[config.mk]
export PLATFORM = sky130hd
export DESIGN_NAME = multi_axis_quintic_trajectory_unit
export DESIGN_NICKNAME = d
export VERILOG_FILES = /design/src/mqt_pkg.sv /design/src/multi_axis_quintic_trajectory_unit.sv /design/src/mqt_eval.sv
export VERILOG_INCLUDE_DIRS = /design/src /design/src/src
export SDC_FILE = /design/constraint.sdc
export NUM_CORES = 2
export LEC_CHECK = 0
export BUFFER_PORTS_ARGS = -buffer_cell sky130_fd_sc_hd__buf_2
export CELL_PAD_IN_SITES_DETAIL_PLACEMENT = 0
export CELL_PAD_IN_SITES_GLOBAL_PLACEMENT = 1
export CORE_MARGIN = 5
export CORE_UTILIZATION = 53
export DETAILED_ROUTE_END_ITERATION = 12
export GPL_TIMING_DRIVEN = 0
export HOLD_SLACK_MARGIN = 0.06
export PLACE_DENSITY_LB_ADDON = 0.08
export SYNTH_ARGS = -nofsm -noshare
export SYNTH_HDL_FRONTEND = slang
export SYNTH_SLANG_ARGS = --single-unit
[constraint.sdc]
create_clock -name clk -period 9.7 [get_ports clk]
set_clock_uncertainty 0.05 [all_clocks]
set_input_delay 0.485 -clock clk [delete_from_list [all_inputs] [get_ports clk]]
set_output_delay 0.485 -clock clk [all_outputs]
set_load 0.02 [all_outputs]
[src/assert_macros.svh]
// Assertion helpers used by the trajectory unit.
`ifndef ASSERT_MACROS_SVH
`define ASSERT_MACROS_SVH

// Same-cycle implication, sampled on the rising edge of clk.
`define MQT_ASSERT_IMP(label, ante, cons) \
  label: assert property (@(posedge clk) disable iff (!rst_n) (ante) |-> (cons)) \
    else $error("implication check failed");

// Next-cycle implication, sampled on the rising edge of clk.
`define MQT_ASSERT_NXT(label, ante, cons) \
  label: assert property (@(posedge clk) disable iff (!rst_n) (ante) |=> (cons)) \
    else $error("next-cycle check failed");

`endif

[src/mqt_pkg.sv]
package mqt_pkg;

  // Input operation codes carried on tuser.
  typedef enum logic [1:0] {
    OP_START = 2'd0,
    OP_STOP  = 2'd1,
    OP_TICK  = 2'd2,
    OP_NONE  = 2'd3
  } op_t;

  // Q1.24 unity for the normalised time.
  localparam logic signed [31:0] ONE_Q24 = 32'sd16777216;

  // Polynomial coefficients of s(tau) and its derivative.
  localparam logic signed [31:0] C6  = 32'sd6;
  localparam logic signed [31:0] C10 = 32'sd10;
  localparam logic signed [31:0] C15 = 32'sd15;
  localparam logic signed [31:0] C30 = 32'sd30;
  localparam logic signed [31:0] C60 = 32'sd60;

  // One evaluation request for the serial unit.
  typedef struct packed {
    logic [31:0] start_pos;
    logic [31:0] end_pos;
    logic [15:0] dur;
    logic [15:0] elap;
  } req_t;

  // Evaluated target for one axis.
  typedef struct packed {
    logic [31:0] position;
    logic [31:0] velocity;
  } res_t;

endpackage

[src/multi_axis_quintic_trajectory_unit.sv]
// Quintic point-to-point trajectory generator for up to AXIS_COUNT axes. A start transfer
// loads one axis and a stop transfer deactivates it. A tick transfer advances every active
// axis, re-evaluates its position and velocity, and then sends one result per axis in
// order, the final one marked by out_tlast. Evaluation runs through one shared bit-serial
// unit: a restoring divider and a shift-add multiplier. An inactive axis skips the unit,
// and output back-pressure holds the sequence. A new input transfer is taken once the
// previous tick has handed its final result to the output register.
`include "assert_macros.svh"

module multi_axis_quintic_trajectory_unit
  import mqt_pkg::*;
#(
  parameter int AXIS_COUNT = 6
) (
  input  logic        clk,
  input  logic        rst_n,
  // Fields from bit 0: axis[2:0], start_position[34:3], end_position[66:35],
  // duration_ticks[82:67], zero fill[87:83].
  input  logic [87:0] in_tdata,
  // Fields from bit 0: operation[1:0].
  input  logic [1:0]  in_tuser,
  input  logic        in_tvalid,
  output logic        in_tready,
  // Fields from bit 0: axis_res[2:0], active[3], finished[4], target_position[36:5],
  // target_velocity[68:37], zero fill[71:69].
  output logic [71:0] out_tdata,
  output logic        out_tlast,
  output logic        out_tvalid,
  input  logic        out_tready,
  input  logic [15:0] cfg_data,
  input  logic        cfg_valid,
  output logic        cfg_ready
);

  localparam int AW = (AXIS_COUNT > 1) ? $clog2(AXIS_COUNT) : 1;
  localparam logic [AW-1:0] LAST_AXIS = AW'(AXIS_COUNT - 1);

  typedef enum logic [3:0] {
    T_IDLE = 4'b0001,
    T_NEXT = 4'b0010,
    T_WAIT = 4'b0100,
    T_LOAD = 4'b1000
  } tst_t;

  tst_t state_r, state_nxt;
  logic [AW-1:0] ax_r, ax_nxt;
  logic [15:0] tps_r;

  logic [31:0] start_r [AXIS_COUNT];
  logic [31:0] end_r   [AXIS_COUNT];
  logic [15:0] dur_r   [AXIS_COUNT];
  logic [15:0] elap_r  [AXIS_COUNT];
  logic [31:0] pos_r   [AXIS_COUNT];
  logic [31:0] vel_r   [AXIS_COUNT];
  logic [AXIS_COUNT-1:0] act_r;

  logic        out_valid_r;
  logic [71:0] out_data_r;
  logic        out_last_r;

  op_t         op;
  logic [2:0]  in_axis;
  logic        in_fire, in_axis_ok, load_fire;
  logic [AW-1:0] in_idx;
  logic [15:0] elap_inc, e_clamp;
  logic        eval_start, eval_done;
  req_t        eval_req;
  res_t        eval_res;
  logic        fin;

  assign op         = op_t'(in_tuser);
  assign in_axis    = in_tdata[2:0];
  assign in_idx     = in_axis[AW-1:0];
  assign in_axis_ok = (32'(in_axis) < AXIS_COUNT);
  assign in_tready  = (state_r == T_IDLE);
  assign in_fire    = in_tvalid && in_tready;
  assign cfg_ready  = 1'b1;
  assign load_fire  = (state_r == T_LOAD) && (!out_valid_r || out_tready);

  // Elapsed count saturates at its top value.
  assign elap_inc   = (elap_r[ax_r] == 16'hFFFF) ? 16'hFFFF : elap_r[ax_r] + 16'd1;
  assign e_clamp    = (elap_inc > dur_r[ax_r]) ? dur_r[ax_r] : elap_inc;
  assign eval_start = (state_r == T_NEXT) && act_r[ax_r];

  assign eval_req.start_pos = start_r[ax_r];
  assign eval_req.end_pos   = end_r[ax_r];
  assign eval_req.dur       = dur_r[ax_r];
  assign eval_req.elap      = e_clamp;

  mqt_eval u_eval (
    .clk   (clk),
    .rst_n (rst_n),
    .start (eval_start),
    .req   (eval_req),
    .tps   (tps_r),
    .done  (eval_done),
    .res   (eval_res)
  );

  // Sequencer over the axes of a tick.
  always_comb begin
    state_nxt = state_r;
    ax_nxt    = ax_r;
    unique case (state_r)
      T_IDLE: begin
        if (in_fire && op == OP_TICK) begin
          ax_nxt    = '0;
          state_nxt = T_NEXT;
        end
      end
      T_NEXT: begin
        state_nxt = act_r[ax_r] ? T_WAIT : T_LOAD;
      end
      T_WAIT: begin
        if (eval_done) begin
          state_nxt = T_LOAD;
        end
      end
      T_LOAD: begin
        if (load_fire) begin
          if (ax_r == LAST_AXIS) begin
            state_nxt = T_IDLE;
          end else begin
            ax_nxt    = ax_r + AW'(1);
            state_nxt = T_NEXT;
          end
        end
      end
      default: begin
        state_nxt = T_IDLE;
      end
    endcase
  end

  always_ff @(posedge clk) begin
    if (!rst_n) begin
      state_r <= T_IDLE;
      ax_r    <= '0;
    end else begin
      state_r <= state_nxt;
      ax_r    <= ax_nxt;
    end
  end

  // Tick-rate register.
  always_ff @(posedge clk) begin
    if (!rst_n) begin
      tps_r <= 16'd1000;
    end else if (cfg_valid && cfg_ready) begin
      tps_r <= cfg_data;
    end
  end

  // Per-axis state: loaded on start, advanced during a tick.
  always_ff @(posedge clk) begin
    if (!rst_n) begin
      for (int i = 0; i < AXIS_COUNT; i++) begin
        start_r[i] <= 32'd0;
        end_r[i]   <= 32'd0;
        dur_r[i]   <= 16'd0;
        elap_r[i]  <= 16'd0;
        pos_r[i]   <= 32'd0;
        vel_r[i]   <= 32'd0;
      end
      act_r <= '0;
    end else begin
      if (in_fire && in_axis_ok && op == OP_START) begin
        start_r[in_idx] <= in_tdata[34:3];
        end_r[in_idx]   <= in_tdata[66:35];
        dur_r[in_idx]   <= in_tdata[82:67];
        elap_r[in_idx]  <= 16'd0;
        pos_r[in_idx]   <= in_tdata[34:3];
        vel_r[in_idx]   <= 32'd0;
        act_r[in_idx]   <= 1'b1;
      end
      if (in_fire && in_axis_ok && op == OP_STOP) begin
        act_r[in_idx] <= 1'b0;
      end
      if (eval_start) begin
        elap_r[ax_r] <= elap_inc;
      end
      if (state_r == T_WAIT && eval_done) begin
        pos_r[ax_r] <= eval_res.position;
        vel_r[ax_r] <= eval_res.velocity;
      end
    end
  end

  assign fin = act_r[ax_r] && (elap_r[ax_r] >= dur_r[ax_r]);

  // Output register: holds one result until the transfer completes.
  always_ff @(posedge clk) begin
    if (!rst_n) begin
      out_valid_r <= 1'b0;
    end else if (load_fire) begin
      out_valid_r <= 1'b1;
    end else if (out_tready) begin
      out_valid_r <= 1'b0;
    end
  end

  always_ff @(posedge clk) begin
    if (load_fire) begin
      out_data_r <= {3'd0, vel_r[ax_r], pos_r[ax_r], fin, act_r[ax_r], 3'(ax_r)};
      out_last_r <= (ax_r == LAST_AXIS);
    end
  end

  assign out_tvalid = out_valid_r;
  assign out_tdata  = out_data_r;
  assign out_tlast  = out_last_r;

  // The serial unit only finishes while the sequencer waits for it.
  `MQT_ASSERT_IMP(a_done_in_wait, eval_done, state_r == T_WAIT)
  // Loading the final axis closes the tick.
  `MQT_ASSERT_NXT(a_last_to_idle, load_fire && ax_r == LAST_AXIS, state_r == T_IDLE)
  // A loaded result is always offered on the next cycle.
  `MQT_ASSERT_NXT(a_load_valid, load_fire, out_tvalid)
  // No input is taken while a tick is in progress.
  `MQT_ASSERT_IMP(a_no_in_busy, state_r == T_WAIT || state_r == T_LOAD, !in_tready)

endmodule

[src/mqt_eval.sv]
module mqt_eval
  import mqt_pkg::*;
(
  input  logic        clk,
  input  logic        rst_n,
  input  logic        start,
  input  req_t        req,
  input  logic [15:0] tps,
  output logic        done,
  output res_t        res
);

  typedef enum logic [11:0] {
    E_IDLE = 12'b000000000001,
    E_TAU  = 12'b000000000010,
    E_T2   = 12'b000000000100,
    E_T3   = 12'b000000001000,
    E_T4   = 12'b000000010000,
    E_T5   = 12'b000000100000,
    E_POLY = 12'b000001000000,
    E_POS  = 12'b000010000000,
    E_DSV  = 12'b000100000000,
    E_TPS  = 12'b001000000000,
    E_VEL  = 12'b010000000000,
    E_DONE = 12'b100000000000
  } est_t;

  localparam logic [5:0] MUL_LAST = 6'd25;
  localparam logic [5:0] DIV_LAST = 6'd50;

  est_t state_r, state_nxt;
  logic [5:0]  cnt_r, cnt_nxt;
  logic [74:0] p_r, p_nxt;
  logic [58:0] a_r, a_nxt;
  logic [25:0] b_r, b_nxt;
  logic [50:0] n_r, n_nxt;
  logic [15:0] r_r, r_nxt;
  logic [15:0] d_r, d_nxt;
  logic [24:0] tau_r, tau_nxt, t2_r, t2_nxt, t3_r, t3_nxt, t4_r, t4_nxt, t5_r, t5_nxt;
  logic [24:0] s_r, s_nxt;
  logic [25:0] ds_r, ds_nxt;
  logic [31:0] q0_r, q0_nxt, pos_r, pos_nxt, vel_r, vel_nxt;
  logic [32:0] mdq_r, mdq_nxt;
  logic        neg_r, neg_nxt;
  logic [15:0] tps_r, tps_nxt;

  // Serial step datapath: one multiplier bit and one quotient bit per cycle.
  logic [74:0] p_step;
  logic [16:0] rr;
  logic        ge;
  logic [15:0] r_step;
  logic [50:0] n_step;
  logic signed [32:0] dq;
  logic signed [31:0] t2s, t3s, t4s, t5s, s_raw, ds_raw;
  logic signed [58:0] sm, step_sh;

  assign p_step = {p_r[73:0], 1'b0} + (b_r[25] ? 75'(a_r) : 75'd0);
  assign rr     = {r_r, n_r[50]};
  assign ge     = rr >= {1'b0, d_r};
  assign r_step = ge ? 16'(rr - {1'b0, d_r}) : rr[15:0];
  assign n_step = {n_r[49:0], ge};

  assign dq  = $signed({req.end_pos[31], req.end_pos}) -
               $signed({req.start_pos[31], req.start_pos});
  assign t2s = $signed({7'd0, t2_r});
  assign t3s = $signed({7'd0, t3_r});
  assign t4s = $signed({7'd0, t4_r});
  assign t5s = $signed({7'd0, t5_r});
  assign s_raw  = C10 * t3s - C15 * t4s + C6 * t5s;
  assign ds_raw = C30 * t2s - C60 * t3s + C30 * t4s;

  // Position step is the product shifted right with rounding towards minus infinity.
  assign sm      = neg_r ? -$signed({1'b0, p_step[57:0]}) : $signed({1'b0, p_step[57:0]});
  assign step_sh = sm >>> 24;

  always_comb begin
    state_nxt = state_r;
    cnt_nxt   = cnt_r;
    p_nxt     = p_r;
    a_nxt     = a_r;
    b_nxt     = b_r;
    n_nxt     = n_r;
    r_nxt     = r_r;
    d_nxt     = d_r;
    tau_nxt   = tau_r;
    t2_nxt    = t2_r;
    t3_nxt    = t3_r;
    t4_nxt    = t4_r;
    t5_nxt    = t5_r;
    s_nxt     = s_r;
    ds_nxt    = ds_r;
    q0_nxt    = q0_r;
    pos_nxt   = pos_r;
    vel_nxt   = vel_r;
    mdq_nxt   = mdq_r;
    neg_nxt   = neg_r;
    tps_nxt   = tps_r;
    unique case (state_r)
      E_IDLE: begin
        if (start) begin
          tps_nxt = tps;
          q0_nxt  = req.start_pos;
          neg_nxt = dq[32];
          mdq_nxt = dq[32] ? 33'(-dq) : 33'(dq);
          if (req.dur == 16'd0) begin
            pos_nxt   = req.end_pos;
            vel_nxt   = 32'd0;
            state_nxt = E_DONE;
          end else begin
            n_nxt     = {11'd0, req.elap, 24'd0};
            r_nxt     = 16'd0;
            d_nxt     = req.dur;
            cnt_nxt   = DIV_LAST;
            state_nxt = E_TAU;
          end
        end
      end
      E_TAU, E_VEL: begin
        n_nxt   = n_step;
        r_nxt   = r_step;
        cnt_nxt = cnt_r - 6'd1;
        if (cnt_r == 6'd0) begin
          if (state_r == E_TAU) begin
            tau_nxt   = n_step[24:0];
            a_nxt     = 59'(n_step[24:0]);
            b_nxt     = 26'(n_step[24:0]);
            p_nxt     = 75'd0;
            cnt_nxt   = MUL_LAST;
            state_nxt = E_T2;
          end else begin
            if (neg_r) begin
              vel_nxt = (n_step >= 51'h8000_0000) ? 32'h8000_0000 : 32'(-n_step[31:0]);
            end else begin
              vel_nxt = (n_step > 51'h7FFF_FFFF) ? 32'h7FFF_FFFF : n_step[31:0];
            end
            state_nxt = E_DONE;
          end
        end
      end
      E_T2, E_T3, E_T4, E_T5, E_POS, E_DSV, E_TPS: begin
        p_nxt   = p_step;
        b_nxt   = {b_r[24:0], 1'b0};
        cnt_nxt = cnt_r - 6'd1;
        if (cnt_r == 6'd0) begin
          p_nxt   = 75'd0;
          cnt_nxt = MUL_LAST;
          b_nxt   = 26'(tau_r);
          case (state_r)
            E_T2: begin
              t2_nxt    = p_step[48:24];
              a_nxt     = 59'(p_step[48:24]);
              state_nxt = E_T3;
            end
            E_T3: begin
              t3_nxt    = p_step[48:24];
              a_nxt     = 59'(p_step[48:24]);
              state_nxt = E_T4;
            end
            E_T4: begin
              t4_nxt    = p_step[48:24];
              a_nxt     = 59'(p_step[48:24]);
              state_nxt = E_T5;
            end
            E_T5: begin
              t5_nxt    = p_step[48:24];
              state_nxt = E_POLY;
            end
            E_POS: begin
              pos_nxt   = q0_r + step_sh[31:0];
              a_nxt     = 59'(mdq_r);
              b_nxt     = ds_r;
              state_nxt = E_DSV;
            end
            E_DSV: begin
              a_nxt     = p_step[58:0];
              b_nxt     = 26'(tps_r);
              state_nxt = E_TPS;
            end
            default: begin
              n_nxt     = p_step[74:24];
              r_nxt     = 16'd0;
              cnt_nxt   = DIV_LAST;
              state_nxt = E_VEL;
            end
          endcase
        end
      end
      E_POLY: begin
        if (s_raw < 0) begin
          s_nxt = 25'd0;
        end else if (s_raw > ONE_Q24) begin
          s_nxt = ONE_Q24[24:0];
        end else begin
          s_nxt = s_raw[24:0];
        end
        ds_nxt    = (ds_raw < 0) ? 26'd0 : ds_raw[25:0];
        a_nxt     = 59'(mdq_r);
        b_nxt     = 26'(s_nxt);
        p_nxt     = 75'd0;
        cnt_nxt   = MUL_LAST;
        state_nxt = E_POS;
      end
      E_DONE: begin
        state_nxt = E_IDLE;
      end
      default: begin
        state_nxt = E_IDLE;
      end
    endcase
  end

  // Control state.
  always_ff @(posedge clk) begin
    if (!rst_n) begin
      state_r <= E_IDLE;
      cnt_r   <= 6'd0;
    end else begin
      state_r <= state_nxt;
      cnt_r   <= cnt_nxt;
    end
  end

  // Datapath registers.
  always_ff @(posedge clk) begin
    p_r   <= p_nxt;
    a_r   <= a_nxt;
    b_r   <= b_nxt;
    n_r   <= n_nxt;
    r_r   <= r_nxt;
    d_r   <= d_nxt;
    tau_r <= tau_nxt;
    t2_r  <= t2_nxt;
    t3_r  <= t3_nxt;
    t4_r  <= t4_nxt;
    t5_r  <= t5_nxt;
    s_r   <= s_nxt;
    ds_r  <= ds_nxt;
    q0_r  <= q0_nxt;
    pos_r <= pos_nxt;
    vel_r <= vel_nxt;
    mdq_r <= mdq_nxt;
    neg_r <= neg_nxt;
    tps_r <= tps_nxt;
  end

  assign done         = (state_r == E_DONE);
  assign res.position = pos_r;
  assign res.velocity = vel_r;

endmodule

==> impl_metrics.csv <==
group,metric,value,unit
worst_setup_path,cp.arrival,9.88,ns
cells_and_area,area_delta_synth_final,13.5,%
place,dpl_cell_area,108000,um^2
synth,syn_area,102000,um^2
worst_setup_path,worstPathRequired,10.21,ns
grt,antenna_found_initial,13,
clock_network,cts.path.max_buffers,3,
cells_and_area,final_cell_mix,"1888 x edfxtp_1, 1168 x nor2_1, 572 x inv_1",
clock_network,cts-root-buf,"clkbuf_16",
cells_and_area,drive_gt1_share,12.4,%
synth,syn_inst,7984,
clock_network,clk_latency,0.89,ns
sta,holdWs,0.158,ns
detailed_routing,wl_per_cell,25.8,um
floorplanning,ios,187,
synth,synth_xor_area_share,3.16,%
clock_network,cts.sinks,1939,
hold_path,hp-start,"in_tdata[4]",
clock_network,cts_tree,"yes",
floorplanning,placementRows,160,
sta,worst_pin_slew,1.46,ns
synth,synth_fa_ha_area_share,9.00,%
clock_network,numCtsBuffers,198,
detailed_routing,drcViolationCount,0,
floorplanning,fp.coreArea,191000,um^2
floorplanning,die_h,448,um
run_status,status,"finished clean",
pwr,vdd_ir_drop_max,0.000172,V
worst_setup_path,path_max_fanout,10,
grt,use_met1,40.1,%
synth,synth-edff-count,1888,
clock_network,htreeDepth,4,
synth,synth-main-ff-cell,"edfxtp_1",
place,port_buffers,175,
detailed_routing,drtIter0Drc,6652,
synth,synth.area.mux_share,9.11,%
flow_run,drv_cap,0,
synth,yosysSeqAreaShare,56.8,%
floorplanning,start_util,53.4,%
synth,yosys.area_share.simple,10.4,%
grt,busiest_layer,"met2",
synth,synth.distinct_cells,115,
grt,grt_pass1_vias,68116,
worst_setup_path,cp-start-kind,"flip-flop",
worst_setup_path,crit_slowest_cell,"or4b_4",
grt,grt_start_max_net_pins,65,
detailed_routing,vias,67695,
worst_setup_path,crit_path_end_kind,"flip-flop",
grt,grt_pass1_wl,434000,um
cells_and_area,nets,9433,
sta,slew_viol_final,0,
sta,slew_headroom,2.50,%
detailed_routing,drtAntennaViolNets,0,
sta,setup_viol,0,
worst_setup_path,rr_startpoint,"u_eval.b_r[25]$_SDFFCE_PP0P_",
detailed_routing,drtPass1Iterations,8,
synth,ys_seq_elements,1939,
grt,grtUsageTotal,29.3,%
detailed_routing,routed_via_density,5.94,
sta,period_needed,9.37,ns
grt,overflow,0,
synth,synth_top_family_by_area,"simple AND/OR/NAND/NOR gates",
sta,period_share,96.6,%
synth,syn-mean-instance-area,12.7,um^2
grt,grt_use_met2,47.8,%
clock_network,clk_pin_slew,0.07,ns
sta,clock.fmax,107,MHz
cells_and_area,post-route-util,60.6,%
cells_and_area,final_area,115000,um^2
floorplanning,die_area,201000,um^2
pwr,powerDensity,156,nW/um^2
grt,met3_usage,4.50,%
hold_path,hold_path_class,"input pin to flip-flop",
floorplanning,die_w,448,um
worst_setup_path,critical_path.startpoint,"u_eval.b_r[25]$_SDFFCE_PP0P_",
synth,async_flop_share,0,%
place,gp_congestion,0.907,
place,dp_hpwl,219000,um
worst_setup_path,slowest_delay,0.66,ns
synth,synth_compound_area_share,8.00,%
synth,yosys_warnings,0,
sta,finalHoldViolCount,0,
cells_and_area,final_common_cell,"edfxtp_1",
pwr,p_leak,44.5,nW
worst_setup_path,critPathKind,"flip-flop to flip-flop",
detailed_routing,wl,294000,um
==> per-stage QoR <==
stage / setup slack, ns / TNS, ns / total power (W) / cells
2_1_floorplan: 1.32 / 0 / 0.0102 / 8178
3_3_place_gp: -4.75 / -1836.56 / 0.0105 / 10864
3_5_place_dp: -0.741 / -10.46 / 0.0105 / 10922
4_1_cts: 0.0612 / 0 / 0.0181 / 11393
5_1_grt: -0.000405 / -0.000405 / 0.0185 / 11396
6_report: 0.325 / 0 / 0.0180 / 11398
==> cells by family (layout without fill, tap and decap cells) <==
kind of cell    Yosys count  in the layout
compound gates         1274           1274
simple gates           2355           2355
fa+ha+maj               608            608
flops                  1939           1939
mux                     511            511
xor+xnor                359            359
other cells               2            199
buf+inv                 936           1642
==> final timing paths <==
| kind | slack (ns) | endpoint | depth (start not counted) |
|---|---|---|---|
| worst max-delay path | 0.33 | u_eval.pos_r[31]$_DFFE_PP_ | 29 |
| worst min-delay path | 0.16 | start_r[1][1]$_SDFFCE_PN0P_ | 3 |
| worst max register to register | 0.33 | u_eval.pos_r[31]$_DFFE_PP_ | 29 |
| worst min register to register | 0.38 | u_eval.tps_r[11]$_DFFE_PP_ | 0 |
==> final cells by class <==
class	instances	area (um^2)
well taps	2511	3140
fillers	15233	75100
diodes	3	7.51
multi-input cells	5303	41500
flip-flops and latches	1939	57700
clock buffers	248	5190
plain buffers	359	1480
inverters	575	2160
repair buffers	338	3070
clock inverters	122	1200
==> timing repair <==
action / 4_1_cts / 5_1_grt
cloned: 0 / 0
setup endpoints to repair: 35 / 25
endpoints found under the hold margin: 527 / 0
resized for setup: 11 / 24
setup buffers: 0 / 3
pin swaps: 0 / 2
hold buffers: 101 / 0
==> Yosys cell counts (all sizes together) (48+ instances only) <==
| library cell | instances | area, um^2 |
|---|---|---|
| xnor2 | 220 | 1960 |
| dfxtp | 51 | 1020 |
| a21o | 104 | 781 |
| clkbuf | 267 | 1030 |
| inv | 574 | 2150 |
| nand4 | 48 | 300 |
| and2 | 110 | 688 |
| a21oi | 356 | 1790 |
| nor3 | 108 | 541 |
| buf | 93 | 415 |
| fa | 205 | 4100 |
| nand2 | 483 | 1810 |
| and3 | 65 | 413 |
| nand3 | 105 | 526 |
| xor2 | 138 | 1230 |
| mux2 | 104 | 1170 |
| mux4 | 321 | 7230 |
| a31oi | 52 | 325 |
| ha | 403 | 5040 |
| mux2i | 86 | 861 |
| edfxtp | 1888 | 56700 |
| a22oi | 58 | 449 |
| o21a | 48 | 360 |
| o21ai | 320 | 1610 |
| nor2 | 1175 | 4420 |
==> critical path, delay by kind of cell, from the launching register on <==
kind            cells  cell delay, ns
compound gates     12            3.45
buf+inv             3            0.94
simple gates        7            2.25
fa+ha+maj           2            0.66
xor+xnor            5            1.23
flops               1            0.44
==> flip-flops by register name, indices dropped and copies added (netlist names), 26 cells and up, named ones only <==
register	cells
u_eval.b_r	26
u_eval.mdq_r	33
vel_r	256
out_tdata	69
start_r	256
u_eval.q0_r	32
u_eval.pos_r	32
u_eval.a_r	59
elap_r	128
dur_r	128
u_eval.p_r	74
end_r	256
pos_r	256
u_eval.n_r	51
u_eval.vel_r	32
==> power breakdown <==
part           switching (W)  total (W)  internal [W]
Clock                0.00333    0.00761       0.00428
Combinational       0.000604   0.000921      0.000317
Sequential         0.0000685    0.00947       0.00940
==> metal layers <==
| layer | up-vias | wire [um] |
|---|---|---|
| li1 | 30490 | - |
| met1 | 34063 | 120000 |
| met2 | 2630 | 140000 |
| met3 | 504 | 21300 |
| met4 | 8 | 12500 |
| met5 | - | 58 |
Note: power is estimated with default switching activity, not from simulation.
